[config.mk]
export PLATFORM = sky130hd
export DESIGN_NAME = sps_div
export DESIGN_NICKNAME = d
export VERILOG_FILES = /design/src/sv/sps_pkg.sv /design/src/sv/sps_div.sv
export SDC_FILE = /design/constraint.sdc
export NUM_CORES = 1
export LEC_CHECK = 0
export ABC_AREA = 1
export BUFFER_PORTS_ARGS = -buffer_cell sky130_fd_sc_hd__buf_2
export CAP_MARGIN = 20
export CORE_UTILIZATION = 47
export DETAILED_ROUTE_END_ITERATION = 10
export PLACE_DENSITY_LB_ADDON = 0.08
export SETUP_SLACK_MARGIN = 0.15
export SYNTH_ARGS = -nofsm -noshare
export SYNTH_HDL_FRONTEND = slang
export SYNTH_SLANG_ARGS = --single-unit
[constraint.sdc]
create_clock -name i_clk -period 6.3 [get_ports i_clk]
set_clock_uncertainty 0.2 [all_clocks]
set_input_delay 1.26 -clock i_clk [delete_from_list [all_inputs] [get_ports i_clk]]
set_output_delay 1.26 -clock i_clk [all_outputs]
set_load 0.005 [all_outputs]
[src/sv/sps_pkg.sv]
// shared widths, reset values, codes and unit request and response types for the seek and pursuit step
`timescale 1ns / 1ps
`default_nettype none
package sps_pkg;

    // field and datapath widths
    localparam int POS_W   = 21;  // Q12.8 position
    localparam int SPD_W   = 16;  // Q8.8 speed
    localparam int MASS_W  = 8;
    localparam int DIFF_W  = POS_W + 1;  // difference of two positions
    localparam int VEL_W   = 18;  // velocity magnitude never exceeds 65535
    localparam int MUL_W   = 24;  // signed multiplier operand
    localparam int PROD_W  = 2 * MUL_W;
    localparam int DIV_NW  = 38;  // dividend magnitude bits
    localparam int DIV_DW  = 22;  // divisor bits
    localparam int SQ_RW   = 44;  // radicand bits
    localparam int SQ_QW   = SQ_RW / 2;  // root bits
    localparam int CFG_IW  = 3;

    // register reset values
    localparam logic [SPD_W-1:0]         DESIRED_SPEED_RST = 16'd2560;
    localparam logic [SPD_W-1:0]         MAX_SPEED_RST     = 16'd2560;
    localparam logic [MASS_W-1:0]        MASS_RST          = 8'd50;
    localparam logic [SPD_W-1:0]         LEAD_SPEED_RST    = 16'd512;
    localparam logic signed [POS_W-1:0]  EVADER_START_RST  = 21'sd0;
    localparam logic signed [POS_W-1:0]  PURSUER_START_RST = 21'sd51200;

    // configuration register indexes
    typedef enum logic [CFG_IW-1:0] {
        CFG_DESIRED_SPEED   = 3'd0,
        CFG_MAX_SPEED       = 3'd1,
        CFG_MASS            = 3'd2,
        CFG_LEAD_SPEED      = 3'd3,
        CFG_EVADER_START_X  = 3'd4,
        CFG_EVADER_START_Y  = 3'd5,
        CFG_PURSUER_START_X = 3'd6,
        CFG_PURSUER_START_Y = 3'd7
    } t_cfg_idx;

    // divider request and response
    typedef struct packed {
        logic                      start;
        logic signed [PROD_W-1:0]  num;
        logic [DIV_DW-1:0]         den;
    } t_div_req;

    typedef struct packed {
        logic                      busy;
        logic                      done;
        logic signed [DIV_NW:0]    quo;
    } t_div_rsp;

    // square root request and response
    typedef struct packed {
        logic               start;
        logic [SQ_RW-1:0]   rad;
    } t_sq_req;

    typedef struct packed {
        logic               busy;
        logic               done;
        logic [SQ_QW-1:0]   root;
    } t_sq_rsp;

endpackage
`default_nettype wire

[src/sv/sps_div.sv]
// radix-2 restoring divider, signed dividend by positive divisor, truncating toward zero
`timescale 1ns / 1ps
`default_nettype none
module sps_div import sps_pkg::*; (
    input  wire logic      i_clk,
    input  wire logic      i_rst_n,
    input  wire t_div_req  i_req,
    output t_div_rsp       o_rsp
);

    localparam int CNT_W = $clog2(DIV_NW + 1);

    logic                  r_busy;
    logic                  r_done;
    logic [CNT_W-1:0]      r_cnt;
    logic [DIV_NW-1:0]     r_mag;
    logic [DIV_DW-1:0]     r_rem;
    logic [DIV_DW-1:0]     r_den;
    logic                  r_neg;

    logic [PROD_W-1:0]     num_abs;
    logic [DIV_DW:0]       w;
    logic [DIV_DW:0]       w_sub;
    logic                  ge;
    logic signed [DIV_NW:0] mag_s;

    // magnitude of the dividend
    assign num_abs = i_req.num[PROD_W-1] ? PROD_W'(-i_req.num) : PROD_W'(i_req.num);

    // one quotient bit per cycle
    assign w     = {r_rem, r_mag[DIV_NW-1]};
    assign w_sub = w - {1'b0, r_den};
    assign ge    = (w >= {1'b0, r_den});

    // control
    always_ff @(posedge i_clk) begin
        if (!i_rst_n) begin
            r_busy <= 1'b0;
            r_done <= 1'b0;
            r_cnt  <= '0;
        end else begin
            r_done <= 1'b0;
            if (i_req.start) begin
                r_busy <= 1'b1;
                r_cnt  <= CNT_W'(DIV_NW);
            end else if (r_busy) begin
                r_cnt <= r_cnt - 1'b1;
                if (r_cnt == CNT_W'(1)) begin
                    r_busy <= 1'b0;
                    r_done <= 1'b1;
                end
            end
        end
    end

    // datapath
    always_ff @(posedge i_clk) begin
        if (i_req.start) begin
            r_mag <= num_abs[DIV_NW-1:0];
            r_rem <= '0;
            r_den <= i_req.den;
            r_neg <= i_req.num[PROD_W-1];
        end else if (r_busy) begin
            r_rem <= ge ? w_sub[DIV_DW-1:0] : w[DIV_DW-1:0];
            r_mag <= {r_mag[DIV_NW-2:0], ge};
        end
    end

    assign mag_s       = $signed({1'b0, r_mag});
    assign o_rsp.busy  = r_busy;
    assign o_rsp.done  = r_done;
    assign o_rsp.quo   = r_neg ? -mag_s : mag_s;

endmodule
`default_nettype wire

==> results.cfg <==
[run_status]
run_status = finished clean

[synth]
postSynthCellCount = 1163
yosysUniqueCellTypes = 44
synthesis.nets = 1263
yosys.area.top_type = edfxtp_1
ys_seq_area_share_pct = 31.6
ys_warn_count = 0
synth.cell_area_um2 = 7690
yosysTopAreaCellShare_pct = 23.8
syn_area_per_cell_um2 = 6.62
synth_seq_cells = 91
synthTopCellsByArea = edfxtp_1, nand2_1, inv_1

[grt]
track_usage_pct = 25.4
grt_max_degree = 57
overflow = 0
grt_pass1_wl_um = 33200
grt_pass1_vias = 6997
antenna_found_initial = 0

[setup_path]
cp_cell_sequence = inv_1 > o21ai_0 > xor2_1 > buf_2
r2r_slack_ns = 3.49
critPathMaxFanout = 31
worst-r2r-cell-count = 15
required_ns = 4.84
crit_slowest_cell = edfxtp_1
slowest_delay_ns = 1.05
critical_path_arrival_ns = 2.69
cp-start-kind = flop
critPathKind = reg -> out
end_kind = primary output

[clock_tree]
clkSlewWorstSetupHoldPaths_ns = 0.07
cts-buffers-inserted = 9
cts_resized = 0
cts_setup_buffers = 0
cts_root_buffer = clkbuf_16
cts_tree = built
insertion_delay_ns = 0.36
hold_buffers = 0
htreeDepth = 3
cts.path.max_buffers = 2
clock_sinks = 91

[cells_and_area]
fin_util_pct = 54.4
antennaDiodeCount = 0
final_layout_size_suffix_gt1_share_pct = 13.5
n_fill_cell = 1671
final_cells = 1475
layout_commonest_cell = nand2_1
syn2layout_area_growth_pct = 12.6
final_cell_mix = nand2_1, inv_1, nand3_1, nor2_1, buf_2
final_nets = 1354

[power_and_ir_drop]
total_power_w = 0.00167
ir_drop_mv = 0.112
p_leak_nw = 4.28
power_density_nw_per_um2 = 193

[die]
row_count = 46
die_width_um = 130
design.die.area_um2 = 16900
die_h_um = 130
initial_core_util_pct = 48.3
core_um2 = 15900
boundaryPins = 114

[placed_design]
hpwl_um = 15900
port_buffers = 104
dp_slack_ns = 2.58
routabilityCongestion = 0.867
dp.cells = 1459

[routing]
drt-total-wl_um = 20200
vias = 7404
ant_nets = 0
viasPerCell = 5.02
drt_iter0_drc = 420
drc_errors = 0
first_pass_iters = 5
wl_per_cell_um = 13.7

[timing]
final-setup-viol-count = 0
maxSlewViolCount = 0
max_freq_mhz = 241
rsz0062_at_grt = no
fin_tns_setup_ns = 0
setup_ws_ns = 2.15
relSlewSlack_pct = 30.0
post-route-min-period_ns = 4.15
hold_viol = 0
period_share_pct = 65.9
worstMarginPinSlew_ns = 1.05

[hold_path]
hold_depth = 2
hold_class = reg -> reg

[flow_run]
cap_violations = 0
-- through the flow --
step                      instance area, µm²  hold slack, ns
after floorplan                         7690           0.244
after global placement                  8340           0.259
after detailed placement                8360           0.259
after CTS                               8670           0.273
after global routing                    8670           0.293
final                                   8670           0.270
-- cell type report --
class	instances	area [µm²]	share of cell area (%)
Clock inverter	5	42.5	0.491
Clock buffer	11	264	3.05
Inverter	178	668	7.71
Tap cell	216	270	3.12
Timing Repair Buffer	110	573	6.61
Sequential cell	91	2430	28.1
Multi-Input combinational cell	864	4420	51.0
-- flip-flops by register name, indices dropped and copies added, names as in the netlist --
register  count
r_neg         1
r_mag        38
r_rem        22
r_cnt         6
r_den        22
r_done        1
r_busy        1
-- kinds of logic (layout without fill, tap and decap cells) --
family                     count (synthesis)  in the layout  share of synthesized area (%)
xor gates and xnor gates                  57             57                           6.49
buffers and inverters                    208            304                           11.0
adders and majority gates                 27             27                           4.49
DFF                                       91             91                           31.6
AOI/OAI and AO/OA                        104            104                           7.30
and+or+nand+nor                          676            676                           39.1
-- layer usage --
metal / vias to the layer above / wire [µm] / track usage, %
met2: 149 / 10000 / 45.2
li1: 3910 / - / -
met4: 0 / 788 / 13.2
met5: - / 0 / 0
met1: 3306 / 8900 / 30.3
met3: 39 / 534 / 2.67
-- report_power, final --
group	switching (W)	internal [W]	total [W]
clock	0.000251	0.000307	0.000559
sequential	0.0000433	0.000692	0.000736
combinational	0.000236	0.000143	0.000378
-- synth_stat cells (all sizes together) --
cell type	count
a221oi	1
clkinv	4
o211ai	2
edfxtp	61
nand2	369
nand3b	13
o21ai	62
dfxtp	30
a21oi	25
xnor2	15
a21boi	1
nor3	15
nor4	6
a21o	1
nand3	127
fa	1
ha	26
a31oi	2
inv	174
buf	16
o21bai	4
nor2	124
o31ai	3
and2	2
nand4	18
clkbuf	14
xor2	42
and3	2
o22ai	3
-- path summary, 6_finish.rpt --
check,start,endpoint
max,r_neg,o_rsp[23]
min,r_rem[11],r_rem[11]
max reg2reg,r_mag[37],r_rem[20]
min reg2reg,r_rem[11],r_rem[11]
-- critical path: cells and delay by family, from the launching register on --
kind	cells	cell delay, ns
compound gates	1	0.33
buf+inv	2	0.70
flops	1	1.05
xor+xnor	1	0.25
Power figures use the tool's default switching activity.
