### config.mk
export PLATFORM = sky130hd
export DESIGN_NAME = sps_isqrt
export DESIGN_NICKNAME = d
export VERILOG_FILES = /design/src/sv/sps_pkg.sv /design/src/sv/sps_isqrt.sv
export SDC_FILE = /design/constraint.sdc
export NUM_CORES = 1
export LEC_CHECK = 0
export BUFFER_PORTS_ARGS = -buffer_cell sky130_fd_sc_hd__buf_2
export CAP_MARGIN = 30
export CELL_PAD_IN_SITES_DETAIL_PLACEMENT = 1
export CELL_PAD_IN_SITES_GLOBAL_PLACEMENT = 1
export CORE_MARGIN = 10
export CORE_UTILIZATION = 46
export CTS_BUF_LIST = sky130_fd_sc_hd__clkbuf_8 sky130_fd_sc_hd__clkbuf_16
export CTS_CLUSTER_SIZE = 16
export DETAILED_ROUTE_END_ITERATION = 10
export PLACE_DENSITY_LB_ADDON = 0.1
export SKIP_LAST_GASP = 1
export SYNTH_ARGS = -nofsm -noshare
export SYNTH_HDL_FRONTEND = slang
export SYNTH_SLANG_ARGS = --single-unit
### constraint.sdc
create_clock -name i_clk -period 3.7 [get_ports i_clk]
set_clock_uncertainty 0.2 [all_clocks]
set_input_delay 0.37 -clock i_clk [delete_from_list [all_inputs] [get_ports i_clk]]
set_output_delay 0.37 -clock i_clk [all_outputs]
set_load 0.03 [all_outputs]
### src/sv/sps_pkg.sv
// shared widths, reset values, codes and unit request and response types for the seek and pursuit step
`timescale 1ns / 1ps
`default_nettype none
package sps_pkg;

    // field and datapath widths
    localparam int POS_W   = 21;  // Q12.8 position
    localparam int SPD_W   = 16;  // Q8.8 speed
    localparam int MASS_W  = 8;
    localparam int DIFF_W  = POS_W + 1;  // difference of two positions
    localparam int VEL_W   = 18;  // velocity magnitude never exceeds 65535
    localparam int MUL_W   = 24;  // signed multiplier operand
    localparam int PROD_W  = 2 * MUL_W;
    localparam int DIV_NW  = 38;  // dividend magnitude bits
    localparam int DIV_DW  = 22;  // divisor bits
    localparam int SQ_RW   = 44;  // radicand bits
    localparam int SQ_QW   = SQ_RW / 2;  // root bits
    localparam int CFG_IW  = 3;

    // register reset values
    localparam logic [SPD_W-1:0]         DESIRED_SPEED_RST = 16'd2560;
    localparam logic [SPD_W-1:0]         MAX_SPEED_RST     = 16'd2560;
    localparam logic [MASS_W-1:0]        MASS_RST          = 8'd50;
    localparam logic [SPD_W-1:0]         LEAD_SPEED_RST    = 16'd512;
    localparam logic signed [POS_W-1:0]  EVADER_START_RST  = 21'sd0;
    localparam logic signed [POS_W-1:0]  PURSUER_START_RST = 21'sd51200;

    // configuration register indexes
    typedef enum logic [CFG_IW-1:0] {
        CFG_DESIRED_SPEED   = 3'd0,
        CFG_MAX_SPEED       = 3'd1,
        CFG_MASS            = 3'd2,
        CFG_LEAD_SPEED      = 3'd3,
        CFG_EVADER_START_X  = 3'd4,
        CFG_EVADER_START_Y  = 3'd5,
        CFG_PURSUER_START_X = 3'd6,
        CFG_PURSUER_START_Y = 3'd7
    } t_cfg_idx;

    // divider request and response
    typedef struct packed {
        logic                      start;
        logic signed [PROD_W-1:0]  num;
        logic [DIV_DW-1:0]         den;
    } t_div_req;

    typedef struct packed {
        logic                      busy;
        logic                      done;
        logic signed [DIV_NW:0]    quo;
    } t_div_rsp;

    // square root request and response
    typedef struct packed {
        logic               start;
        logic [SQ_RW-1:0]   rad;
    } t_sq_req;

    typedef struct packed {
        logic               busy;
        logic               done;
        logic [SQ_QW-1:0]   root;
    } t_sq_rsp;

endpackage
`default_nettype wire

### src/sv/sps_isqrt.sv
// digit-by-digit integer square root, two radicand bits per cycle
`timescale 1ns / 1ps
`default_nettype none
module sps_isqrt import sps_pkg::*; (
    input  wire logic     i_clk,
    input  wire logic     i_rst_n,
    input  wire t_sq_req  i_req,
    output t_sq_rsp       o_rsp
);

    localparam int CNT_W = $clog2(SQ_QW + 1);
    localparam int REM_W = SQ_QW + 2;

    logic                  r_busy;
    logic                  r_done;
    logic [CNT_W-1:0]      r_cnt;
    logic [SQ_RW-1:0]      r_rad;
    logic [REM_W-1:0]      r_rem;
    logic [SQ_QW-1:0]      r_root;

    logic [REM_W+1:0]      w;
    logic [REM_W+1:0]      trial;
    logic [REM_W+1:0]      w_sub;
    logic                  ge;

    // trial subtract of (root << 2) | 1
    assign w     = {r_rem, r_rad[SQ_RW-1 -: 2]};
    assign trial = {2'b00, r_root, 2'b01};
    assign w_sub = w - trial;
    assign ge    = (w >= trial);

    // control
    always_ff @(posedge i_clk) begin
        if (!i_rst_n) begin
            r_busy <= 1'b0;
            r_done <= 1'b0;
            r_cnt  <= '0;
        end else begin
            r_done <= 1'b0;
            if (i_req.start) begin
                r_busy <= 1'b1;
                r_cnt  <= CNT_W'(SQ_QW);
            end else if (r_busy) begin
                r_cnt <= r_cnt - 1'b1;
                if (r_cnt == CNT_W'(1)) begin
                    r_busy <= 1'b0;
                    r_done <= 1'b1;
                end
            end
        end
    end

    // datapath
    always_ff @(posedge i_clk) begin
        if (i_req.start) begin
            r_rad  <= i_req.rad;
            r_rem  <= '0;
            r_root <= '0;
        end else if (r_busy) begin
            r_rad  <= {r_rad[SQ_RW-3:0], 2'b00};
            r_rem  <= ge ? w_sub[REM_W-1:0] : w[REM_W-1:0];
            r_root <= {r_root[SQ_QW-2:0], ge};
        end
    end

    assign o_rsp.busy = r_busy;
    assign o_rsp.done = r_done;
    assign o_rsp.root = r_root;

endmodule
`default_nettype wire

==> PnR_summary.wiki <==
{| class="wikitable"
! Metric !! Value
|-
| Row count || 39
|-
| Register bit count reported by yosys || 97
|-
| H-tree levels || 3
|-
| Share of layout cells above drive strength 1 || 29.7%
|-
| Worst setup slack before clock tree synthesis || 467 ps
|-
| Endpoint of the lowest-slack register-to-register path || r_rem[23]
|-
| Library cell with the largest summed area after synthesis || sky130_fd_sc_hd__edfxtp_1
|-
| RSZ-0062 raised after global routing || no
|-
| Maximum resistive drop on vdd || 0.317 mV
|-
| Number of standard cells after synthesis || 508
|-
| Maximum number of pins on one net before global-route repair || 74
|-
| Initial core utilization || 47.1%
|-
| Detailed placement HPWL || 9320 µm
|-
| Combined area of all synthesized cells || 5400 µm²
|-
| Maximum single-stage delay on the critical path || 460 ps
|-
| Share of the yosys chip area belonging to registers || 44.1%
|-
| Measured slew at the worst slew-check pin || 925 ps
|-
| Final worst slack || 476 ps
|-
| Final TNS setup || 0 ps
|-
| Top fanout value on the critical path || 6
|-
| Achievable clock frequency || 310 MHz
|-
| Library cell contributing the largest single delay on the critical path || sky130_fd_sc_hd__a2111o_1
|-
| CTS hold repair buffers || 0
|-
| Quantity of I/O buffers inserted on ports || 70
|-
| Static leakage power || 0.00245 µW
|-
| Num CTS Buffers || 9
|-
| Number of gates given a new drive strength after cts || 0
|-
| Uppermost layer routed || met4
|-
| Data required, critical path || 3770 ps
|-
| Antenna violations before repair || 0
|-
| Count of endpoints failing setup in the final report || 0
|-
| Count of cells along the worst register-to-register path || 10
|-
| Final nets || 641
|-
| Worst setup path category || register to register
|-
| Post-synth top flop || sky130_fd_sc_hd__dfxtp_1
|-
| Via count of the first global-routing pass || 4,279
|-
| Hold Crit Start || i_rst_n
|-
| Count of antenna diodes in the layout || 0
|-
| Number of remaining DRC errors || 0
|-
| Post-synthesis area per instance || 10.6 µm²
|-
| WHS Path Cells || 2
|-
| Biggest area contributors in the synthesized netlist || sky130_fd_sc_hd__edfxtp_1 24%, sky130_fd_sc_hd__dfxtp_1 20%, sky130_fd_sc_hd__mux2_2 8.8%
|-
| Synth unique cells || 73
|-
| Mapped Nets || 581
|-
| Met2 routed wirelength || 6500 µm
|-
| Result of the run || finished clean
|-
| Number of vias after detailed routing || 3,926
|-
| Post-CTS setup-driven buffer insertion count || 0
|-
| Clock Tree Root || sky130_fd_sc_hd__clkbuf_16
|-
| Width of the chip || 128 µm
|-
| Vertical die dimension || 128 µm
|-
| Worst hold slack across all endpoints || 95.6 ps
|-
| Total instance count after detailed placement || 700
|-
| Die footprint || 16,500 µm²
|-
| Crit path DAT || 3300 ps
|-
| Crit path buf inv count || 1
|-
| Fraction of synthesized cell area taken by the top area cell type || 24.5%
|-
| Wire length of the first global-routing pass || 21,500 µm
|-
| Power Density || 607 nW/µm²
|-
| Clock tree from TritonCTS || yes
|-
| Number of max-cap violations || 0
|-
| Crit path cell chain || inv_1 > ha_1 > a21oi_2 > nand2_1 > a2111o_1 > nor4b_4 > nor3_2 > a221oi_2 > mux2_1 > a311oi_2
|-
| Clock transition time at the flip-flop clock pins of the worst setup and hold paths || 80 ps
|-
| Yosys warning total || 0
|-
| Min Tclk post-route || 3220 ps
|-
| Type of origin of the critical path || register
|-
| Reg2reg start || r_root[13]
|-
| Final Max Slew Viols || 0
|-
| GRT Resource Usage Total || 16.0%
|-
| Bufs on Longest Clock Path || 2
|-
| Hold endpoint || r_busy
|-
| Tightest slew margin relative to the limit || 38.3%
|-
| Wire length after detailed routing || 12,800 µm
|-
| Worst-Skew Late Latency || 360 ps
|-
| Hold crit path type || input pin to register
|-
| Cell family contributing the most delay on the critical path || compound AO/OA/AOI/OAI gates
|-
| RePlAce Congestion || 0.878
|-
| Critical path endpoint category || register
|-
| Number of detailed-route iterations in the first pass || 4
|-
| Layout overhead on the synthesized area || 13.2%
|-
| 1st-iter DRT viols || 153
|-
| Finished Layout Cells || 716
|-
| Flop-to-flop setup slack || 480 ps
|-
| Final worst path period share || 87.1%
|-
| Length of routed met3 wiring || 574 µm
|-
| Global route overflow || 0
|-
| Number of endpoints with negative hold slack in the final report || 0
|-
| Ys async rst share || 0%
|-
| Number of synthesized flops with an enable pin || 44
|-
| Launch point of the worst path || r_root[13]
|-
| Antenna viol nets, final || 0
|-
| Metal-1 WL || 5520 µm
|-
| Top-Level Pins || 71
|-
| Core region area || 11,500 µm²
|-
| Sink count of the clock tree || 97
|-
| WL per Instance || 17.9 µm
|-
| Vias per std cell || 5.48
|}
-- synthesized netlist by cell type (all sizes together) (6+ instances only) --
library cell,count
nor2,60
dfxtp,53
edfxtp,44
mux2,43
a21oi,33
nand2,33
inv,29
ha,26
mux2i,23
clkbuf,15
xnor2,15
a211oi,12
o21ai,10
buf,9
xor2,9
a311oi,8
nor3,8
a21o,6
-- worst register-to-register path, delay by kind of cell (launching register included) --
kind,cells,cell delay [ps]
AOI/OAI and AO/OA,4,1300
and+or+nand+nor,3,470
adders and majority gates,1,390
DFF,1,370
muxes,1,370
buffers and inverters,1,60
-- sequential cells by signal, indices dropped and copies added, names as in the netlist --
name,flops
r_cnt,5
r_done,1
r_rad,44
r_busy,1
r_root,22
r_rem,24
-- area by class of cell --
| class | count | area [µm²] |
|---|---|---|
| inverters | 31 | 116 |
| repair buffers | 74 | 395 |
| well taps | 143 | 179 |
| clock buffers | 9 | 225 |
| clock inverters | 7 | 86.3 |
| fillers | 1292 | 5350 |
| flip-flops and latches | 97 | 2380 |
| multi-input cells | 355 | 2730 |
-- per-stage QoR --
stage	utilization, %	instance area [µm²]	power (µW)
final	53.3	6110	3710
after global routing	53.3	6110	3960
after CTS	53.3	6110	3750
after detailed placement	50.6	5800	2750
after global placement	50.6	5800	2700
after floorplan	-	5400	2460
-- report_power, final --
group	switching (µW)	internal, µW	total, µW	leakage [µW]
Combinational	818	595	1410	0.00142
Clock	448	538	987	0.000150
Sequential	68.8	1240	1310	0.000878
-- worst max-delay path by stage --
stage	endpoint	slack, ps	cells past startpoint
floorplan	r_rem[23]	610	10
global placement	r_rem[23]	600	10
detailed placement	r_rem[23]	470	10
CTS	r_rem[23]	440	10
global route	r_rem[15]	260	10
finish	r_rem[23]	480	10
-- layer usage --
metal / global-route usage [%] / vias to the layer above
met2: 27.3 / 59
met3: 4.27 / 15
li1: - / 1946
met4: 6.23 / 0
met5: 0 / -
met1: 18.8 / 1906
-- placed cells by master, fill, tap and decap left out, types with 5 or more instances in the layout --
master | Yosys | final
sky130_fd_sc_hd__o21ai_0 | 8 | 8
sky130_fd_sc_hd__dfxtp_1 | 53 | 52
sky130_fd_sc_hd__nand2_1 | 31 | 30
sky130_fd_sc_hd__clkbuf_16 | 0 | 9
sky130_fd_sc_hd__nor2_2 | 6 | 6
sky130_fd_sc_hd__a21o_1 | 5 | 5
sky130_fd_sc_hd__inv_1 | 28 | 28
sky130_fd_sc_hd__xnor2_1 | 15 | 15
sky130_fd_sc_hd__a21oi_1 | 32 | 32
sky130_fd_sc_hd__edfxtp_1 | 44 | 44
sky130_fd_sc_hd__nor3_1 | 6 | 6
sky130_fd_sc_hd__a211oi_2 | 7 | 7
sky130_fd_sc_hd__a311oi_1 | 7 | 7
sky130_fd_sc_hd__xor2_1 | 9 | 9
sky130_fd_sc_hd__mux2i_1 | 23 | 23
sky130_fd_sc_hd__a211oi_1 | 5 | 5
sky130_fd_sc_hd__buf_2 | 0 | 69
sky130_fd_sc_hd__nand3_1 | 5 | 5
sky130_fd_sc_hd__nor2_1 | 54 | 54
sky130_fd_sc_hd__mux2_2 | 42 | 42
sky130_fd_sc_hd__ha_1 | 26 | 26
-- logic make-up (layout without fill, tap and decap cells) --
group	after synthesis	in the layout	share of synthesized area, %
AOI/OAI and AO/OA	100	100	14.3
xor gates and xnor gates	24	24	3.89
adders and majority gates	26	26	6.03
buffers and inverters	56	121	5.40
DFF	97	97	44.1
muxes	66	66	13.2
and+or+nand+nor	139	139	13.0
Power figures use the tool's default switching activity.
